File: src/rtl/core/tar_pkg.sv
// shared types and constants of the tensor axis reduction block
`default_nettype none

package tar_pkg;

  localparam int unsigned DATA_WIDTH  = 32;
  localparam int unsigned MAX_GROUP   = 65536;
  localparam int unsigned QUEUE_DEPTH = 2;
  localparam int unsigned ELEM_W      = 32;
  localparam int unsigned FUNC_W      = 3;
  localparam int unsigned POS_W       = 16;

  typedef enum logic [FUNC_W-1:0] {
    OP_SUM    = 3'd0,
    OP_MAX    = 3'd1,
    OP_MIN    = 3'd2,
    OP_ARGMAX = 3'd3,
    OP_ARGMIN = 3'd4
  } op_e;

  typedef struct packed {
    logic signed [ELEM_W-1:0] element;
    logic [FUNC_W-1:0]        func;
    logic                     last_of_group;
  } in_t;

  typedef struct packed {
    logic signed [ELEM_W-1:0] reduced_value;
    logic [POS_W-1:0]         best_position;
  } out_t;

  // classification of one element, handed from front to back
  typedef struct packed {
    logic             first;
    logic             last;
    op_e              op;
    logic [POS_W-1:0] pos;
  } ctrl_t;

endpackage

`default_nettype wire

File: src/rtl/core/tar_fifo.sv
// small register queue with first-word-fall-through read
`default_nettype none

module tar_fifo #(
  parameter type         T     = logic,
  parameter int unsigned DEPTH = tar_pkg::QUEUE_DEPTH
) (
  input  wire logic clk_i,
  input  wire logic rst_ni,
  input  wire logic push_i,
  input  wire T     wdata_i,
  output logic      full_o,
  input  wire logic pop_i,
  output T          rdata_o,
  output logic      empty_o
);

  localparam int unsigned PtrW = (DEPTH > 1) ? $clog2(DEPTH) : 1;
  localparam int unsigned CntW = $clog2(DEPTH + 1);

  T              mem_q [DEPTH];
  logic [PtrW-1:0] wr_ptr_q, wr_ptr_d;
  logic [PtrW-1:0] rd_ptr_q, rd_ptr_d;
  logic [CntW-1:0] cnt_q, cnt_d;
  logic            do_push, do_pop;

  assign full_o  = (cnt_q == CntW'(DEPTH));
  assign empty_o = (cnt_q == '0);
  assign rdata_o = mem_q[rd_ptr_q];
  assign do_push = push_i && !full_o;
  assign do_pop  = pop_i && !empty_o;

  always_comb begin
    wr_ptr_d = wr_ptr_q;
    rd_ptr_d = rd_ptr_q;
    cnt_d    = cnt_q;
    if (do_push) begin
      wr_ptr_d = (wr_ptr_q == PtrW'(DEPTH - 1)) ? '0 : wr_ptr_q + 1'b1;
    end
    if (do_pop) begin
      rd_ptr_d = (rd_ptr_q == PtrW'(DEPTH - 1)) ? '0 : rd_ptr_q + 1'b1;
    end
    if (do_push && !do_pop) begin
      cnt_d = cnt_q + 1'b1;
    end else if (do_pop && !do_push) begin
      cnt_d = cnt_q - 1'b1;
    end
  end

  always_ff @(posedge clk_i or negedge rst_ni) begin
    if (!rst_ni) begin
      wr_ptr_q <= '0;
      rd_ptr_q <= '0;
      cnt_q    <= '0;
    end else begin
      wr_ptr_q <= wr_ptr_d;
      rd_ptr_q <= rd_ptr_d;
      cnt_q    <= cnt_d;
    end
  end

  always_ff @(posedge clk_i) begin
    if (do_push) begin
      mem_q[wr_ptr_q] <= wdata_i;
    end
  end

endmodule

`default_nettype wire

File: src/rtl/core/tar_front.sv
// front end: takes elements, tracks group position and latches the group operation
`default_nettype none

module tar_front #(
  parameter int unsigned DATA_WIDTH = tar_pkg::DATA_WIDTH,
  parameter int unsigned MAX_GROUP  = tar_pkg::MAX_GROUP
) (
  input  wire logic         clk_i,
  input  wire logic         rst_ni,
  input  wire tar_pkg::in_t in_i,
  input  wire logic         push_i,
  output logic              full_o,
  output logic              item_valid_o,
  input  wire logic         item_ready_i,
  output tar_pkg::ctrl_t    item_ctrl_o,
  output logic signed [DATA_WIDTH-1:0] item_value_o
);

  localparam int unsigned CntW = $clog2(MAX_GROUP);
  localparam logic [CntW-1:0] MaxCnt = CntW'(MAX_GROUP - 1);

  logic [CntW-1:0] count_q, count_d;
  tar_pkg::op_e    op_q, op_d;
  logic            accept, first;
  logic signed [63:0] elem_ext;

  assign full_o       = !item_ready_i;
  assign item_valid_o = push_i;
  assign accept       = push_i && item_ready_i;
  assign first        = (count_q == '0);

  // element taken as DATA_WIDTH-bit two's complement
  assign elem_ext     = 64'(in_i.element);
  assign item_value_o = elem_ext[DATA_WIDTH-1:0];

  always_comb begin
    item_ctrl_o.first = first;
    item_ctrl_o.last  = in_i.last_of_group;
    item_ctrl_o.op    = first ? tar_pkg::op_e'(in_i.func) : op_q;
    item_ctrl_o.pos   = tar_pkg::POS_W'(count_q);
  end

  always_comb begin
    count_d = count_q;
    op_d    = op_q;
    if (accept) begin
      if (first) begin
        op_d = tar_pkg::op_e'(in_i.func);
      end
      if (in_i.last_of_group) begin
        count_d = '0;
      end else if (count_q != MaxCnt) begin
        count_d = count_q + 1'b1;
      end
    end
  end

  always_ff @(posedge clk_i or negedge rst_ni) begin
    if (!rst_ni) begin
      count_q <= '0;
      op_q    <= tar_pkg::OP_SUM;
    end else begin
      count_q <= count_d;
      op_q    <= op_d;
    end
  end

endmodule

`default_nettype wire

File: src/rtl/core/tar_back.sv
// back end: accumulator for sum, max, min and the arg operations
`default_nettype none

module tar_back #(
  parameter int unsigned DATA_WIDTH = tar_pkg::DATA_WIDTH
) (
  input  wire logic           clk_i,
  input  wire logic           rst_ni,
  input  wire logic           item_valid_i,
  output logic                item_ready_o,
  input  wire tar_pkg::ctrl_t item_ctrl_i,
  input  wire logic signed [DATA_WIDTH-1:0] item_value_i,
  output logic                res_valid_o,
  input  wire logic           res_full_i,
  output tar_pkg::out_t       res_o
);

  logic signed [DATA_WIDTH-1:0]  run_q, run_d;
  logic [tar_pkg::POS_W-1:0]     best_q, best_d;
  logic signed [63:0]            run_ext;
  logic                          take, is_arg, op_known;

  // a group end waits for room in the result queue
  assign item_ready_o = !(item_ctrl_i.last && res_full_i);
  assign take         = item_valid_i && item_ready_o;
  assign res_valid_o  = take && item_ctrl_i.last;

  assign is_arg   = (item_ctrl_i.op == tar_pkg::OP_ARGMAX) ||
                    (item_ctrl_i.op == tar_pkg::OP_ARGMIN);
  assign op_known = (item_ctrl_i.op == tar_pkg::OP_SUM) ||
                    (item_ctrl_i.op == tar_pkg::OP_MAX) ||
                    (item_ctrl_i.op == tar_pkg::OP_MIN) || is_arg;

  always_comb begin
    run_d  = run_q;
    best_d = best_q;
    if (item_ctrl_i.first) begin
      run_d  = op_known ? item_value_i : '0;
      best_d = '0;
    end else begin
      unique case (item_ctrl_i.op)
        tar_pkg::OP_SUM: begin
          run_d = run_q + item_value_i;
        end
        tar_pkg::OP_MAX, tar_pkg::OP_ARGMAX: begin
          if (run_q < item_value_i) begin
            run_d  = item_value_i;
            best_d = item_ctrl_i.pos;
          end
        end
        tar_pkg::OP_MIN, tar_pkg::OP_ARGMIN: begin
          if (item_value_i < run_q) begin
            run_d  = item_value_i;
            best_d = item_ctrl_i.pos;
          end
        end
        default: begin
          run_d = run_q;
        end
      endcase
    end
  end

  assign run_ext = 64'(run_d);

  always_comb begin
    res_o.reduced_value = run_ext[tar_pkg::ELEM_W-1:0];
    res_o.best_position = is_arg ? best_d : '0;
  end

  always_ff @(posedge clk_i or negedge rst_ni) begin
    if (!rst_ni) begin
      run_q  <= '0;
      best_q <= '0;
    end else if (take) begin
      run_q  <= run_d;
      best_q <= best_d;
    end
  end

endmodule

`default_nettype wire

File: src/rtl/core/tensor_axis_reduction.sv
// top level of the streaming axis reduction: front end, item queue, back end, result queue
//
// usage
//   input channel: drive in_i and raise push_i; a transaction completes at a
//   rising edge with push_i high and full_o low. in_i.func of the first element
//   selects the group operation (sum, max, min, argmax, argmin); later codes are
//   ignored. in_i.last_of_group closes the group.
//   result channel: while empty_o is low, out_o shows the oldest result; it is
//   removed at a rising edge with pop_i high. one result per closed group.
// timing
//   one element per cycle while full_o is low; the front end classifies an
//   element in the cycle it arrives and writes it into the item queue, and the
//   back end folds it into the single accumulator once it heads that queue; a
//   result enters the result queue when the back end takes the group's last element.
// stall behavior
//   a stalled result channel fills the result queue, then the back end holds its
//   group end, then the item queue fills and full_o rises. both queues hold
//   QUEUE_DEPTH entries, so the front keeps taking elements for a while.
// reset
//   rst_ni low empties both queues and clears the group position and
//   accumulator; full_o is low and empty_o high right after reset.
`default_nettype none

module tensor_axis_reduction #(
  parameter int unsigned DATA_WIDTH  = tar_pkg::DATA_WIDTH,
  parameter int unsigned MAX_GROUP   = tar_pkg::MAX_GROUP,
  parameter int unsigned QUEUE_DEPTH = tar_pkg::QUEUE_DEPTH
) (
  input  wire logic          clk_i,
  input  wire logic          rst_ni,
  input  wire tar_pkg::in_t  in_i,
  input  wire logic          push_i,
  output logic               full_o,
  output tar_pkg::out_t      out_o,
  output logic               empty_o,
  input  wire logic          pop_i
);

  // element plus its classification, queued between front and back
  typedef struct packed {
    tar_pkg::ctrl_t               ctrl;
    logic signed [DATA_WIDTH-1:0] value;
  } qitem_t;

  qitem_t        front_item, back_item;
  logic          front_valid, mid_full;
  logic          mid_empty, back_ready;
  logic          res_valid, res_full;
  tar_pkg::out_t res_data;

  tar_front #(
    .DATA_WIDTH (DATA_WIDTH),
    .MAX_GROUP  (MAX_GROUP)
  ) u_front (
    .clk_i        (clk_i),
    .rst_ni       (rst_ni),
    .in_i         (in_i),
    .push_i       (push_i),
    .full_o       (full_o),
    .item_valid_o (front_valid),
    .item_ready_i (!mid_full),
    .item_ctrl_o  (front_item.ctrl),
    .item_value_o (front_item.value)
  );

  // item queue between classification and accumulation
  tar_fifo #(
    .T     (qitem_t),
    .DEPTH (QUEUE_DEPTH)
  ) u_item_q (
    .clk_i   (clk_i),
    .rst_ni  (rst_ni),
    .push_i  (front_valid),
    .wdata_i (front_item),
    .full_o  (mid_full),
    .pop_i   (back_ready),
    .rdata_o (back_item),
    .empty_o (mid_empty)
  );

  tar_back #(
    .DATA_WIDTH (DATA_WIDTH)
  ) u_back (
    .clk_i        (clk_i),
    .rst_ni       (rst_ni),
    .item_valid_i (!mid_empty),
    .item_ready_o (back_ready),
    .item_ctrl_i  (back_item.ctrl),
    .item_value_i (back_item.value),
    .res_valid_o  (res_valid),
    .res_full_i   (res_full),
    .res_o        (res_data)
  );

  // result queue decouples the accumulator from the receiver
  tar_fifo #(
    .T     (tar_pkg::out_t),
    .DEPTH (QUEUE_DEPTH)
  ) u_res_q (
    .clk_i   (clk_i),
    .rst_ni  (rst_ni),
    .push_i  (res_valid),
    .wdata_i (res_data),
    .full_o  (res_full),
    .pop_i   (pop_i),
    .rdata_o (out_o),
    .empty_o (empty_o)
  );

endmodule

`default_nettype wire

File: config.mk
export PLATFORM = sky130hd
export DESIGN_NAME = tensor_axis_reduction
export DESIGN_NICKNAME = d
export VERILOG_FILES = /design/src/rtl/core/tar_pkg.sv /design/src/rtl/core/tar_fifo.sv /design/src/rtl/core/tar_front.sv /design/src/rtl/core/tar_back.sv /design/src/rtl/core/tensor_axis_reduction.sv
export SDC_FILE = /design/constraint.sdc
export NUM_CORES = 1
export LEC_CHECK = 0
export ABC_AREA = 1
export BUFFER_PORTS_ARGS = -buffer_cell sky130_fd_sc_hd__clkbuf_2
export CAP_MARGIN = 15
export CELL_PAD_IN_SITES_DETAIL_PLACEMENT = 1
export CELL_PAD_IN_SITES_GLOBAL_PLACEMENT = 1
export CORE_AREA = 5 5 180 182
export DETAILED_ROUTE_END_ITERATION = 6
export DIE_AREA = 0 0 185 187
export PLACE_DENSITY_LB_ADDON = 0.1
export SLEW_MARGIN = 20
export SYNTH_ARGS = -nofsm -noshare
export SYNTH_HDL_FRONTEND = slang
export SYNTH_SLANG_ARGS = --single-unit
File: constraint.sdc
create_clock -name clk_i -period 9.43 [get_ports clk_i]
set_clock_uncertainty 0.15 [all_clocks]
set_input_delay 0.4715 -clock clk_i [delete_from_list [all_inputs] [get_ports clk_i]]
set_output_delay 0.4715 -clock clk_i [all_outputs]
set_load 0.05 [all_outputs]
======== Word level (Yosys, flattened, before mapping) ========
Memory sizes are Yosys's and may differ from the RTL's.
Cells that the tools add are included.
cells by class
  add/sub/neg operators ................... 10
  $mul .................................... 0
  div/mod/pow operators ................... 0
  order comparisons ....................... 2
  equality and inequality tests ........... 7
  shifts and indexed selects .............. 0
  multiplexer cells ....................... 25
  bitwise logic cells ..................... 0
  reduce and logical (&&, ||, !) cells .... 33
operator list
  cell                                               count
  2-to-1 mux 32 bit                                  4
  2-to-1 mux 16 bit                                  6
  one-hot mux 32 bit (3 select lines)                1
  less-than comparator 32 bit                        2
  adder 32 bit                                       1
  one-hot mux 16 bit (2 select lines)                1
  adder 16 x 1 -> 16 bit (second input constant)     1
  logical NOT 16 bit                                 1
  != test 16 bit (second input constant)             1
  logical AND 1 bit                                  10
  logical NOT 1 bit                                  9
  2-to-1 mux 1 bit                                   8
  2-to-1 mux 2 bit                                   4
  == test 3 x 2 -> 1 bit (second input constant)     2
  nonzero test 2 bit                                 3
  adder 1 bit (second input constant)                4
  adder 2 x 1 -> 2 bit (second input constant)       2
  == test 2 bit (second input constant)              2
  logical NOT 2 bit                                  2
  logical OR 1 bit                                   4
  OR reduction 2 bit                                 2
  subtractor 2 x 1 -> 2 bit (second input constant)  2
  == test 3 x 1 -> 1 bit (second input constant)     1
  == test 3 bit (second input constant)              1
  other kinds (3)                                    3
storage, ports and cells
  register bits ........................... 75
  latch bits .............................. 0
  memory bits (writable) .................. 202
  ROM bits ................................ 0
  input port bits ......................... 40
  logic and storage cells ................. 89
  memories ................................ 2
memories
  memory          words  width  rd ports  clocked after memory_dff  write ports  RTL line        text
  u_item_q.mem_q  2      53     1         0                         1            tar_fifo.sv:21  T mem_q [DEPTH];
  u_res_q.mem_q   2      48     1         0                         1            tar_fifo.sv:21

======== Longest topological paths before layout ========
Gate-level depths: netlist of run 1.
  depth in word-level cells ............... 10
  depth in mapped cells ................... 28

======== Cells and area by module ========
A second synthesis of run 1 with hierarchy kept.
unflattened totals
  cells, all modules ...................... 2,185
  area, all modules ....................... 17,017.6 um2
by module, submodules not included
  module                 times used  cells each  area each (um2)  sequential area each (um2)
  tar_back               1           1,364       7,616.1          1,201.2
  tar_fifo (u_item_q)    1           308         4,110.2          3,283.1
  tar_fifo (u_res_q)     1           283         3,728.6          2,982.9
  tar_front              1           228         1,555.2          475.5
  tensor_axis_reduction  1           2           7.5              0.0

======== Worst setup path before layout of run 1 ========
OpenSTA, ideal clock, no wires.
  path kind ............................... register to register
  start ................................... register u_item_q.rd_ptr_q
  end ..................................... memory u_res_q.mem_q[1][0] (netlist bit) (enable)
  library setup time ...................... 455 ps
  arrival time ............................ 3,602 ps
  slack ................................... 5,223 ps
  cell stages (with the launch flop) ...... 11
  buffers on the path ..................... 1
  period minus slack after synthesis ...... 4,207 ps
  cell sequence ........................... dfrtp_1 > buf_6 > inv_4 > or2_1 > o21ai_0 > inv_1 > a31oi_2 > inv_2 > nor2_1 > inv_1 > nor2_1
between the ends
  longest elaborated chain between the ends .. 8
RTL lines
  item                                        RTL line        text
  start: declaration                          tar_fifo.sv:23  logic [PtrW-1:0] rd_ptr_q, rd_ptr_d;
  start signal: assignment                    tar_fifo.sv:57  rd_ptr_q <= rd_ptr_d;
  memory read (2 x 53 bit) (*)                n/a
  logical AND 1 bit                           tar_back.sv:24  assign item_ready_o = !(item_ctrl_i.last && res_full_i);
  logical NOT 1 bit                           tar_back.sv:24
  logical AND 1 bit                           tar_back.sv:25  assign take = item_valid_i && item_ready_o;
  logical AND 1 bit (*)                       tar_back.sv:26  assign res_valid_o = take && item_ctrl_i.last;
  logical AND 1 bit (*)                       tar_fifo.sv:30  assign do_push = push_i && !full_o;
  named net u_res_q.do_push                   tar_fifo.sv:25  logic do_push, do_pop;
  2-to-1 mux 1 bit (*)                        tar_fifo.sv:63  if (do_push) begin
  2-to-1 mux 1 bit (not written as such) (*)  tar_fifo.sv:64  mem_q[wr_ptr_q] <= wdata_i;
  end: declaration                            tar_fifo.sv:21
Mark *: on every way through the listed nets, which the timed path passes. The rest lies on a longest branch.

==> flow_summary_export.csv, run 1 <==
group,metric,value,unit
sta,setup_tns,0,ps
grt,overflow,0,
synthesis,synth-edff-count,202,
worst_setup_path,path_class,"flip-flop to flip-flop",
floorplan,ioPinCount,90,
grt,track_usage,27.7,%
synthesis,synth_top_area_share,39.5,%
detailed_routing,drc,0,
worst_setup_path,path_cells,"buf_4, inv_4, nand2_1, nand2_1, ha_1, a21oi_1, nand2_1, nand2_1, nand2_1, a21oi_1, nand2_2, nand2_2, nand3_1, nand2_2, buf_4, nand2_1, nand3_1, nand2_1, nand2_1, nand2_1, nand2_1",
sta,period_share,52.7,%
sta,setup_viol,0,
sta,hold_viol,0,
sta,finalMaxSlewViolations,0,
clock_network,clk_path_buf_depth,3,
detailed_routing,vias,12867,
synthesis,synth_compound_area_share,8.40,%
final_layout,diodes,0,
clock_network,cts_resized,0,
sta,max_freq,0.201,GHz
min_path,min_delay_path_depth,1,
clock_network,clock_latency,570,ps
clock_network,cts_setup_buffers,0,
clock_network,cts_buffers,29,
synthesis,synth.avg_cell_area,8.65,µm²
grt,grt_pass1_vias,13254,
final_layout,layout.nets,1994,
sta,grt_setup_unrepaired,"no",
worst_setup_path,cp_num_cells,21,
worst_setup_path,rr_worst_depth,21,
detailed_routing,via_per_inst,5.58,
sta,finalCriticalPeriod,4970,ps
synthesis,ys_ff_latch,277,
floorplan,coreArea,0.0304,mm²
final_layout,final_layout_size_suffix_gt1_share,12.8,%
clock_network,cts_max_level,1,
synthesis,synthCells,1777,
min_path,min_path_type,"input pin to flip-flop",
synthesis,synthArstFlopShare,27.1,%
floorplan,die_x,185,µm
detailed_routing,drt-total-wl,48500,µm
synthesis,synthSimpleGateAreaFrac,25.8,%
worst_setup_path,setup.worst_path.start_class,"flip-flop",
detailed_routing,drt_pass1_iterations,5,
worst_setup_path,crit_slowest_cell,"buf_4",
final_layout,final_util,57.2,%
grt,grt_pass1_wl,75500,µm
worst_setup_path,r2r_start,"u_item_q.rd_ptr_q",
grt,grt_max_degree,70,
floorplan,initial_core_util,50.5,%
detailed_routing,wl_per_cell,21.0,µm
placed_design,dp.cells,2219,
run,drv_cap,0,
floorplan,die_area,0.0346,mm²
clock_network,cts_sinks,277,
sta,worst_pin_slew,995,ps
worst_setup_path,cp-end-kind,"flip-flop",
placed_design,dp_worst_setup_slack,4650,ps
sta,max-slew-margin-rel,33.6,%
worst_setup_path,cp_common_cell,"nand2_1",
synthesis,syn_nets,1886,
clock_network,clk_pin_slew,60,ps
synthesis,synthesis.area,0.0154,mm²
worst_setup_path,crit_path_max_incr_delay,620,ps
clock_network,cts_tree,"built",
grt,antenna_found_initial,1,
worst_setup_path,worstPathArrival,5310,ps
placed_design,io_buffers,89,
detailed_routing,ant_nets,0,
synthesis,yosysSeqAreaShare,51.7,%
worst_setup_path,crit_start,"u_item_q.rd_ptr_q",
synthesis,yosysTopAreaCell,"edfxtp_1",
clock_network,cts-root-buf,"clkbuf_16",
worst_setup_path,path_max_fanout,55,
synthesis,synth.area.mux_share,1.27,%
synthesis,netlist_top_cells_count,"nand2_1, edfxtp_1, inv_1",
worst_setup_path,path_buf_inv,3,
floorplan,rows,64,
worst_setup_path,critPathRequiredTime,9770,ps
synthesis,synth_top_family_by_area,"simple AND/OR/NAND/NOR gates",
placed_design,hpwl,33000,µm
floorplan,die_h,187,µm
placed_design,place_congestion,0.941,
synthesis,synth_ff_type,"edfxtp_1",
detailed_routing,dr.first_iter.drc_count,950,
worst_setup_path,crit_family,"simple AND/OR/NAND/NOR gates",
outcome,outcome,"complete, no violations",
synthesis,synth_xor_xnor_area_share,0.570,%
min_path,min_from,"in_i[31]",
sta,setup_slack,4460,ps
synthesis,synth_area_leaders,"edfxtp_1, nand2_1, dfrtp_1",
synthesis,synth_fa_ha_area_share,5.67,%
synthesis,synth.most_common_cell,"nand2_1",
final_layout,final_cells,2304,
final_layout,areaGrowthSynthToFinish,13.2,%
synthesis,netlist-cell-type-count,51,
synthesis,yosys_warnings,0,
-- cell usage in the layout, fill, tap and decap left out, types with 4 or more instances in the layout --
master,count
nor2_1,124
mux2i_1,15
a21o_1,7
dfrtp_1,74
inv_2,11
clkinvlp_4,5
edfxtp_1,202
o21ai_2,11
nor3_1,16
nand4_1,13
clkbuf_1,6
xor2_1,7
or2_2,4
nand3_1,129
o21ai_0,79
inv_1,176
ha_1,68
o21ai_1,23
clkbuf_2,88
o21a_1,4
nand2_2,29
clkbuf_16,29
o22ai_1,4
a31oi_1,4
dlygate4sd3_1,31
a21oi_2,11
or2_1,4
clkinv_1,4
nand3_2,10
buf_4,14
a21oi_1,72
nand2_1,582
nor2_4,7
-- path summary, 6_finish.rpt --
kind / endpoint / slack, ps
max in group asynchronous: u_item_q.rd_ptr_q / 7760
worst max-delay path: u_back.run_q[7] / 4460
worst min-delay path: u_item_q.mem_q[0][27] / 20
worst max register to register: u_back.run_q[7] / 4460
min in group asynchronous: u_back.run_q[5] / 280
worst min register to register: u_item_q.mem_q[0][47] / 330
-- metal layers --
metal | GRT usage, % | up-vias | part of all wire, %
met1 | 41.8 | 6397 | 48
met3 | 3.54 | 58 | 5.1
li1 | - | 6068 | -
met2 | 43.3 | 344 | 45
met4 | 5.39 | 0 | 2.1
met5 | 0 | - | 0
-- state kept, by name, summed over array words and instances, names as in the netlist --
name	cells
u_front.count_q	16
u_back.run_q	32
u_res_q.cnt_q	2
u_item_q.rd_ptr_q	1
u_item_q.wr_ptr_q	1
u_item_q.cnt_q	2
u_item_q.mem_q	106
u_res_q.wr_ptr_q	1
u_res_q.rd_ptr_q	1
u_back.best_q	16
u_front.op_q	3
u_res_q.mem_q	96
-- cell families (layout without fill, tap and decap cells) --
kind of cell,Yosys count,count (layout)
buffers and inverters,245,376
AO/OA/AOI/OAI,227,227
AND/OR/NAND/NOR,932,932
XOR/XNOR,10,10
multiplexers,17,17
flip-flops,277,277
adder cells (fa/ha/maj),69,69
-- layout make-up --
class | count | area (µm²)
clock buffer | 38 | 790
clock inverter | 16 | 153
fill | 3559 | 13000
inverter | 189 | 712
multi-input combinational | 1255 | 6450
sequential | 277 | 7940
tap | 396 | 495
timing repair buffer | 133 | 856
-- through the flow --
step	area, µm²	hold slack (ps)
after floorplan	15400	25.9
after global placement	16100	300
after detailed placement	16100	310
after CTS	17400	2.30
after global routing	17400	2.89
final	17400	17.6
-- what timing repair did --
item,CTS,global route
hold endpoints to repair,88,0
hold buffers,31,0
setup endpoints to repair,0,0
Power of run 1 is not shown: default switching activity piles up to over one toggle a cycle in this logic, so the estimate is an artifact.
==> run 2, diff against run 1 <==
Settings changed: CORE_AREA 5 5 180 182 to 5 5 196 198, DIE_AREA 0 0 185 187 to 0 0 201 203.
Clock period 9.43 ns to 4.5 ns, I/O delays scaled along.
==> flow_summary_export.csv, run 2 (synthesis gave the netlist of run 1 again) <==
group,metric,value,unit
final_layout,areaGrowthSynthToFinish,15.8,%
detailed_routing,dr.first_iter.drc_count,677,
final_layout,largest_reg_flops,106,
clock_network,clk_path_buf_depth,3,
clock_network,cts_tree,"built",
placed_design,io_buffers,89,
worst_setup_path,crit_path_max_incr_delay,480,ps
final_layout,top_register,"u_item_q.mem_q",
grt,grt_pass1_wl,73000,µm
clock_network,clock_latency,580,ps
detailed_routing,drt-total-wl,45700,µm
grt,track_usage,22.3,%
final_layout,fillers,4296,
worst_setup_path,cp-end-kind,"flip-flop",
worst_setup_path,crit_slowest_cell,"fa_1",
final_layout,final_common_cell,"nand2_1",
floorplan,coreArea,0.0363,mm²
worst_setup_path,worstPathArrival,4060,ps
floorplan,rows,70,
worst_setup_path,crit_start,"u_item_q.rd_ptr_q",
worst_setup_path,path_buf_inv,2,
sta,finalCriticalPeriod,3990,ps
detailed_routing,wl_per_cell,19.1,µm
sta,grt_setup_unrepaired,"no",
floorplan,die_area,0.0408,mm²
worst_setup_path,critPathRequiredTime,4570,ps
clock_network,cts-root-buf,"clkbuf_16",
clock_network,clk_pin_slew,70,ps
final_layout,largestRegisters,"u_item_q.mem_q (106), u_res_q.mem_q (96), u_back.run_q (32)",
detailed_routing,via_per_inst,5.19,
final_layout,final_cell_mix,"nand2_1, edfxtp_1, inv_1, nand3_1, nor2_1",
placed_design,place_congestion,0.950,
detailed_routing,wl_met2,19900,µm
run,drv_cap,0,
floorplan,die_h,203,µm
clock_network,cts_buffers,30,
grt,antenna_found_initial,0,
sta,finalMaxSlewViolations,0,
worst_setup_path,r2r_start,"u_item_q.rd_ptr_q",
final_layout,multi_input_area,0.00644,mm²
outcome,outcome,"complete, no violations",
grt,grt_pass1_vias,12856,
clock_network,cts_max_level,1,
clock_network,cts_sinks,277,
detailed_routing,ant_nets,0,
sta,period_share,88.7,%
sta,max_freq,0.250,GHz
worst_setup_path,crit_family,"simple AND/OR/NAND/NOR gates",
grt,grt_max_degree,54,
floorplan,die_x,201,µm
worst_setup_path,cp_common_cell,"nand3_1",
worst_setup_path,path_max_fanout,20,
final_layout,layout.nets,2013,
final_layout,final_layout_size_suffix_gt1_share,13.5,%
sta,setup_tns,0,ps
placed_design,hpwl,33200,µm
grt,overflow,0,
floorplan,initial_core_util,42.3,%
clock_network,cts_resized,0,
worst_setup_path,setup.worst_path.start_class,"flip-flop",
detailed_routing,drc,0,
min_path,min_path_type,"input pin to async pin",
sta,worst_pin_slew,971,ps
worst_setup_path,path_cells,"inv_4, or2_2, o21ai_0, inv_1, ha_1, fa_1, nand3_1, nand3_1, nand4_1, nand3_1, nand2_1, nand3_1, o21ai_0, nand3_1",
detailed_routing,routed.top_layer,"met4",
sta,max-slew-margin-rel,34.6,%
worst_setup_path,path_class,"flip-flop to flip-flop",
floorplan,ioPinCount,90,
sta,setup_viol,0,
detailed_routing,wl_met3,1870,µm
detailed_routing,vias,12432,
sta,hold_viol,0,
final_layout,regArea,0.00794,mm²
detailed_routing,wl_met1,23400,µm
detailed_routing,drt_pass1_iterations,4,
[run 2: cell types whose count changed in the layout (fill, tap and decap cells not counted), moves of 2 or more]
cell           before  now
clkbuf_8            3    5
dlygate4sd3_1      31   37
clkbuf_1            6    4
buf_4              14   22
bufinv_16           2    4
clkinvlp_4          5    3
clkinv_1            4    1
buf_12              0    4
[run 2: final timing paths]
check,endpoint,slack [ps],cells past startpoint
setup / recovery,u_res_q.mem_q[1][44],510,14
hold / removal,u_back.run_q[11],30,2
setup reg to reg,u_res_q.mem_q[1][44],510,14
hold reg to reg,u_item_q.mem_q[0][46],340,0
max in group asynchronous,u_back.best_q[7],3120,3
min in group clk_i,u_res_q.rd_ptr_q,100,3
[run 2: final cells by class]
cell class	instances	share of cell area, %
Timing Repair Buffer	151	5.93
Clock inverter	16	1.22
Antenna cell	1	0.0141
Inverter	189	4.00
Multi-Input combinational cell	1255	36.2
Tap cell	468	3.29
Clock buffer	39	4.69
Sequential cell	277	44.6
[run 2: through the flow]
| stage | utilization (%) | instances | hold WS (ps) | worst slack, ps | instance area (µm²) |
|---|---|---|---|---|---|
| floorplan | - | 1777 | -221 | 293 | 15400 |
| global placement | 45.0 | 2303 | 106 | 615 | 16400 |
| detailed placement | 45.0 | 2303 | 113 | 576 | 16400 |
| CTS | 49.0 | 2395 | 39.8 | 557 | 17800 |
| global route | 49.0 | 2395 | 84.8 | 250 | 17800 |
| finish | 49.0 | 2396 | 33.2 | 508 | 17800 |
[run 2: what timing repair did]
action,in CTS,in global routing
hold buffers,37,0
buffers inserted,0,0
endpoints found under the hold margin,110,0
[run 2: layer usage]
metal,vias up,GRT usage (%)
met3,36,2.94
met4,0,3.54
li1,6102,-
met2,181,34.7
met1,6113,33.9
met5,-,0
Power of run 2 is left out for the same reason.
==> run 3, diff against run 2 <==
Settings changed: CORE_AREA 5 5 196 198 to 2 2 193 195, DIE_AREA 0 0 201 203 to 0 0 195 197, MAX_ROUTING_LAYER set to met4, PLACE_DENSITY set to 0.88, PLACE_DENSITY_LB_ADDON 0.1 to not set.
==> flow_summary_export.csv, run 3 (synthesis gave the netlist of run 1 again) <==
group,metric,value,unit
placed_design,place_congestion,0.948,
sta,grt_setup_unrepaired,"no",
floorplan,die_h,197,µm
clock_network,cts_max_level,1,
floorplan,initial_core_util,42.4,%
outcome,outcome,"complete, no violations",
worst_setup_path,crit_family,"simple AND/OR/NAND/NOR gates",
min_path,min_path_type,"input pin to flip-flop",
sta,period_share,94.1,%
sta,worst_pin_slew,799,ps
clock_network,cts_tree,"built",
clock_network,clock_latency,590,ps
clock_network,cts-root-buf,"clkbuf_16",
final_layout,final_layout_size_suffix_gt1_share,13.2,%
final_layout,final_cell_mix,"nand2_1, edfxtp_1, inv_1, nand3_1, nor2_1",
final_layout,layout.nets,2011,
sta,finalMaxSlewViolations,0,
final_layout,design_area,0.0178,mm²
final_layout,areaGrowthSynthToFinish,15.8,%
grt,grt_pass1_vias,13618,
grt,grt_max_degree,68,
grt,grt_pass1_wl,75500,µm
sta,max_freq,0.236,GHz
final_layout,largestRegisters,"u_item_q.mem_q (106), u_res_q.mem_q (96), u_back.run_q (32)",
detailed_routing,vias,12953,
final_layout,final_util,49.1,%
clock_network,clk_pin_slew,60,ps
floorplan,rows,70,
final_layout,fillers,4246,
worst_setup_path,cp-end-kind,"flip-flop",
placed_design,io_buffers,89,
detailed_routing,drc,0,
clock_network,cts_sinks,277,
floorplan,coreArea,0.0363,mm²
worst_setup_path,path_cells,"inv_4, buf_4, nand2_1, nand2_1, ha_1, inv_2, nor3_2, nand2_1, nor3b_2, nand4_1, nand4_2, nand2_4, inv_2, o21ai_0, o21ai_0, nand2_1, nor2_1",
floorplan,die_area,0.0384,mm²
final_layout,final_common_cell,"nand2_1",
sta,hold_viol,0,
floorplan,die_x,195,µm
detailed_routing,ant_nets,0,
clock_network,clk_path_buf_depth,3,
final_layout,largest_reg_flops,106,
final_layout,top_register,"u_item_q.mem_q",
worst_setup_path,path_buf_inv,4,
detailed_routing,via_per_inst,5.41,
detailed_routing,wl_per_cell,20.2,µm
placed_design,dpl_cell_area,0.0163,mm²
worst_setup_path,cp_common_cell,"nand2_1",
placed_design,hpwl,33600,µm
sta,max-slew-margin-rel,46.6,%
worst_setup_path,path_max_fanout,26,
detailed_routing,drt-total-wl,48300,µm
final_layout,diodes,0,
worst_setup_path,crit_path_max_incr_delay,440,ps
sta,setup_viol,0,
detailed_routing,drt_pass1_iterations,5,
grt,overflow,0,
run,drv_cap,0,
clock_network,cts_buffers,29,
worst_setup_path,path_class,"flip-flop to flip-flop",
worst_setup_path,crit_slowest_cell,"dfrtp_2",
sta,setup_tns,0,ps
worst_setup_path,worstPathArrival,4500,ps
sta,finalCriticalPeriod,4230,ps
grt,track_usage,26.0,%
worst_setup_path,critPathRequiredTime,4770,ps
worst_setup_path,setup.worst_path.start_class,"flip-flop",
grt,antenna_found_initial,0,
detailed_routing,dr.first_iter.drc_count,966,
floorplan,ioPinCount,90,
==> run 3: cell types whose count changed in the layout (fill, tap and decap cells not counted), sizes merged <==
cell / before / now
buf: 26 / 22
bufinv: 4 / 6
clkbuf: 127 / 125
clkinv: 7 / 5
diode: 1 / 0
dlygate4sd3: 37 / 40
inv: 191 / 192
==> run 3: worst paths after layout <==
check,start,end,slack [ps],cells after the start
setup reg to reg,u_item_q.rd_ptr_q,u_res_q.mem_q[0][15],270,17
min in group asynchronous,rst_ni,u_back.run_q[7],480,3
max in group asynchronous,rst_ni,u_item_q.rd_ptr_q,2220,4
setup / recovery,u_item_q.rd_ptr_q,u_res_q.mem_q[0][15],270,17
hold / removal,push_i,u_front.op_q[0],90,4
hold reg to reg,u_front.count_q[15],u_item_q.mem_q[1][47],350,0
==> run 3: layout make-up <==
| cell class | instances | area, µm² | area share (%) |
|---|---|---|---|
| repair buffers | 150 | 1030 | 5.82 |
| flip-flops and latches | 277 | 7940 | 44.6 |
| clock buffers | 37 | 806 | 4.53 |
| clock inverters | 17 | 267 | 1.50 |
| well taps | 468 | 586 | 3.29 |
| inverters | 189 | 712 | 4.00 |
| multi-input cells | 1255 | 6440 | 36.2 |
==> run 3: routing by layer <==
metal	routed length (µm)	vias up	global-route usage (%)
met5	0	-	-
met4	904	0	6.05
met3	2550	61	3.15
met2	22600	360	42.1
met1	22200	6433	35.1
li1	-	6099	-
==> run 3: per-stage QoR <==
step,hold WS [ps],std cells,setup slack (ps)
2_1_floorplan,-221,1777,293
3_3_place_gp,66.6,2299,440
3_5_place_dp,68.7,2299,323
4_1_cts,65.0,2393,263
5_1_grt,105,2393,37.8
6_report,87.5,2393,265
==> run 3: tightest hold or removal path, stage by stage <==
cell      delay [ps]
clkbuf_2          80
o21ai_1          170
inv_2            210
o21ai_0          100
==> run 3: what timing repair did <==
| item | in CTS | in global routing |
|---|---|---|
| hold buffers | 40 | 0 |
| endpoints found under the hold margin | 104 | 0 |
| buffers inserted | 0 | 0 |
| setup endpoints to repair | 0 | 6 |
| resized for setup | 0 | 1 |
Power of run 3 is left out for the same reason.
